File: src/rtl/swic_ram.sv
// Generic single write port RAM with one registered read port
module swic_ram #(
  parameter int WIDTH = 8,
  parameter int DEPTH = 16
) (
  input  logic                     clk_i,
  input  logic                     we_i,
  input  logic [$clog2(DEPTH)-1:0] waddr_i,
  input  logic [WIDTH-1:0]         wdata_i,
  input  logic [$clog2(DEPTH)-1:0] raddr_i,
  output logic [WIDTH-1:0]         rdata_o
);

  logic [WIDTH-1:0] mem_q [DEPTH];
  logic [WIDTH-1:0] rdata_q;

  always_ff @(posedge clk_i) begin
    if (we_i) begin
      mem_q[waddr_i] <= wdata_i;
    end
    rdata_q <= mem_q[raddr_i];
  end

  assign rdata_o = rdata_q;

endmodule

File: config.mk
export PLATFORM = sky130hd
export DESIGN_NAME = swic_ram
export DESIGN_NICKNAME = d
export VERILOG_FILES = /design/src/rtl/swic_ram.sv
export SDC_FILE = /design/constraint.sdc
export NUM_CORES = 1
export LEC_CHECK = 0
export BUFFER_PORTS_ARGS = -buffer_cell sky130_fd_sc_hd__buf_2
export CAP_MARGIN = 20
export CORE_AREA = 2 2 99 125
export DETAILED_ROUTE_END_ITERATION = 10
export DIE_AREA = 0 0 101 127
export RECOVER_POWER = 50
export SLEW_MARGIN = 20
export SYNTH_ARGS = -nofsm -noshare
export SYNTH_HDL_FRONTEND = slang
export SYNTH_SLANG_ARGS = --single-unit
File: constraint.sdc
create_clock -name clk_i -period 2.3 [get_ports clk_i]
set_input_delay 0.575 -clock clk_i [delete_from_list [all_inputs] [get_ports clk_i]]
set_output_delay 0.575 -clock clk_i [all_outputs]
set_load 0.05 [all_outputs]
# Word level (Yosys, flattened, before mapping)
# Memories as Yosys holds them, arrays and structs flattened. A register that Yosys moved wholly into a read port is not among the register bits.
# Index checks and enable logic that the tools add are counted.
[op_classes]
bitwise = 0
div_mod_pow = 0
mul = 0
n_eq_ne = 0
n_shift = 0
magnitude_cmp = 0
muxes = 2
add_sub_neg = 0
n_reduce_logical = 0
[op_table]
columns = ["op", "n"]
rows = [
  ["2-to-1 mux 1 bit", 2],
]
[word_totals]
output_inout_bits = 8
latchBits = 0
regBits = 0
n_memories = 1
ram_bits = 128
in_bits = 18
rom_bits = 0
[mem_list]
columns = ["name", "depth", "word_bits", "rd", "rd_clocked_by_memory_dff", "write_ports", "line", "rtl"]
rows = [
  ["mem_q", 16, 8, 1, 1, 1, "14", "logic [WIDTH-1:0] mem_q [DEPTH];"],
]

# Longest topological paths before layout
[logic_depth]
word_depth = 2
ltp_mapped = 5
depth_no_buf = 3

# Worst setup path after synthesis
# No wires, ideal clock.
[synth_path]
path_type = "input to register"
from = "input port waddr_i[2]"
to = "memory mem_q[0][0], enable pin"
arrival_ns = 1.685
stages = 2
path_slack_ns = 0.232
required_time_ns = 1.917
n_path_buf = 0
path_cell_list = "or3b_2 > nor3_1"
[synth_rtl]
columns = ["element", "line", "rtl"]
rows = [
  ["start: declaration", "8", "input logic [$clog2(DEPTH)-1:0] waddr_i,"],
  ["end: declaration", "14", ""],
]
# No word-level cell before the write port.

# Final worst setup path
[layout_path]
from = "register rdata_q[2] (netlist: rdata_o[2]), read port of mem_q"
to = "output port rdata_o[2]"
[layout_rtl]
columns = ["element", "line", "rtl"]
rows = [
  ["start: declaration", "15", "logic [WIDTH-1:0] rdata_q;"],
  ["end: declaration", "11", "output logic [WIDTH-1:0] rdata_o"],
]
# No word-level cell between the ends.

==> key figures <==
Worst setup path
  – WP data arrival: 1.04 ns
  – Buf+Inv Stages, Crit Path: 1
  – Worst setup path class: flop to primary output
  – CP endpoint kind: primary output
  – Critical path peak fanout: 1
  – Worst setup SP type: flop
  – CP max stage cell: dfxtp_1
  – Worst path max stage delay: 0.35 ns
  – Worst EP required: 1.73 ns
  – CP cell instances: buf_2
  – Crit path max-delay family: flip-flops

Global routing
  – Vias in the first global route: approximately 2.6k
  – GR Layer Usage met2: approximately 28%
  – Met1 Track Usage GR: 23.52%
  – First-pass GRT wire length: ~15000 µm
  – Largest net degree at the start of global routing: 20
  – Met3 Usage GRT: under 10%
  – Congestion Overflow GR: 0
  – Busiest grt layer: met2
  – Initial antenna violation count: 0
  – Total track usage: 17.55%

Clock network
  – Post-CTS sizing: 0
  – Root buf cell: clkbuf_16
  – H-tree depth: 4
  – Bufs on Longest Clock Path: 2
  – Insertion delay to the later sink of the worst-skew pair: between 0.4 and 0.5 ns
  – TritonCTS clock tree: yes
  – Postcts setup bufs: 0
  – Worst-path clk slew: approximately 0.060 ns
  – Clk sink count: 136
  – Hold buffer count at CTS: 0
  – CTS Buf Count: 17

Final layout
  – Fillers: ~890
  – Fin cells: 436
  – Register Area: around 4000 µm²
  – Share of layout cells above drive strength 1: 28.52%
  – Nets: ~300
  – Ant. Diodes: 0
  – Design area: slightly above 6000 µm²
  – Syn-to-layout area delta: 20.08%
  – Multi-input gate area: roughly 1100 µm²

Placement
  – Detail Placement HPWL: approximately 6500 µm
  – DP Cell Count: roughly 400
  – Gpl congestion: slightly below 0.7
  – Pre-CTS setup slack: 0.2713 ns
  – Placed Instance Area: between 5000 and 6000 µm²
  – I/O Buffers: 25

Floorplan
  – Die X: ~100 µm
  – Die footprint: ~13000 µm²
  – Die Span Y: between 100 and 150 µm
  – Row count: 44
  – Initial core utilization: roughly 45%
  – Core Area: ~12000 µm²
  – Top Ports: 26

Synth
  – Register area share after synthesis: ~78%
  – Post-synth cell types: 19
  – Synth area leaders: edfxtp_1 75%, mux4_2 7.9%, mux4_1 7.1%
  – Number of synthesized flops with an enable pin: approximately 130
  – Top_reg_cell synth: edfxtp_1
  – Yosys top cell area share: about three quarters
  – Syn. warnings: 0
  – Net count after synthesis: about 250
  – Most frequent cell after synthesis: edfxtp_1
  – Post-synth top area cell: edfxtp_1
  – Syn Area/Cell: between 20 and 25 µm²
  – Post-synth top cells: 128 x edfxtp_1, 18 x mux4_2, 16 x a22oi_1
  – Ys async rst share: 0%
  – Post-Syn Instances: between 200 and 250
  – Synth Cell Area: between 5000 and 6000 µm²
  – Number of synthesized register bits: between 100 and 150

Power
  – Internal: 0.004803 W
  – P_leak: 2.099 nW
  – Reg power frac: a little under half
  – Comb power frac: 5.2%
  – NetSw: ~0.0012 W
  – Maximum VDD drop: 468.3 µV
  – Power share of the clock group: roughly 48%
  – Sw frac: between 10% and 20%
  – PD cells: 967.9 nW/µm²

Worst hold path
  – Hold crit path type: flop to flop

Timing
  – Tmin final: roughly 1.6 ns
  – Slew HR: between 50% and 60%
  – Layout Skew: between 0.015 and 0.02 ns
  – Setup repair after global routing missed its margin: false
  – Slew Viols, Final: 0
  – Final setup margin: ~0.69 ns
  – Worst hold slack: 0.6627 ns
  – F_max: 0.6209 GHz
  – Slew @ Worst Pin: approximately 0.65 ns
  – Period Utilization, post-route: between 70% and 80%
  – TNS Setup: 0 ns
  – Final setup vio count: 0
  – Final hold viol count: 0

Drt
  – Iteration-0 DRC Markers: approximately 230
  – Wirelength per Cell: 23.21 µm
  – Final wirelength: 10120 µm
  – DR vias: 2438
  – Initial DRT Pass Iterations: 4
  – Detail Route Antenna Nets: 0
  – DR DRC count: 0
  – Via density: 5.592

Outcome
  – Status: finished clean

Job
  – Max-Cap Viols: 0
==> path summary, 6_finish.rpt <==
kind	cells after the start	end	slack, ns	from
worst max-delay path	1	rdata_o[2]	0.69	rdata_o[2]
worst min register to register	3	rdata_o[0]	0.66	mem_q[15][0]
worst min-delay path	3	rdata_o[0]	0.66	mem_q[15][0]
worst max register to register	3	rdata_o[7]	0.99	mem_q[3][7]
==> cell type report <==
type | instances | area share [%]
clock buffers | 19 | 7.004
multi-input cells | 83 | 17.11
repair buffers | 47 | 5.061
flip-flops and latches | 136 | 64.78
clock inverters | 13 | 3.259
well taps | 138 | 2.794
==> power groups by stage <==
stage          registers [W]  clock network, W  logic [W]
3_5_place_dp         0.00284                 0   0.000320
6_report             0.00279           0.00288   0.000312
4_1_cts              0.00279           0.00293   0.000320
2_1_floorplan        0.00289                 0   0.000141
5_1_grt              0.00279           0.00303   0.000338
3_3_place_gp         0.00284                 0   0.000316
==> state kept, by name (all words and copies together), names as in the netlist <==
name     flops
rdata_o      8
mem_q      128
==> stage by stage <==
stage	total power (W)	util [%]
floorplan	0.003033	-
global placement	0.003152	48.11
detailed placement	0.003159	48.11
CTS	0.006038	53.59
global route	0.006161	53.46
finish	0.005982	53.46
==> routing by layer <==
metal	part of all wire, %	wire length (µm)	vias to the layer above
met4	1.7	172	0
met3	5.3	532	11
li1	-	-	1084
met5	0	0	-
met2	51	5174	77
met1	42	4241	1266
==> kinds of logic (layout without fill, tap and decap cells) <==
group / Yosys count / count (layout) / synth area share (%)
AO/OA/AOI/OAI: 16 / 16 / 2.334
buffers and inverters: 10 / 79 / 1.677
flip-flops: 136 / 136 / 77.78
multiplexers: 32 / 32 / 15.02
AND/OR/NAND/NOR: 35 / 35 / 3.184
==> placed cells by master, fill, tap and decap left out <==
cell / count
or3b_2: 1
clkinv_4: 1
buf_2: 16
buf_4: 18
nor2b_1: 1
clkinvlp_4: 2
mux4_1: 14
clkinv_1: 1
nand2b_1: 2
nand3b_1: 2
edfxtp_1: 128
clkbuf_16: 17
nand3_1: 1
clkbuf_1: 12
buf_12: 3
clkinv_2: 3
dfxtp_1: 8
and2b_1: 1
nor2_1: 13
bufinv_16: 5
nor3_1: 4
nand2_1: 9
inv_6: 1
a22oi_1: 16
mux4_2: 18
and2_1: 1
No activity file was read; power rests on OpenSTA's default activity.
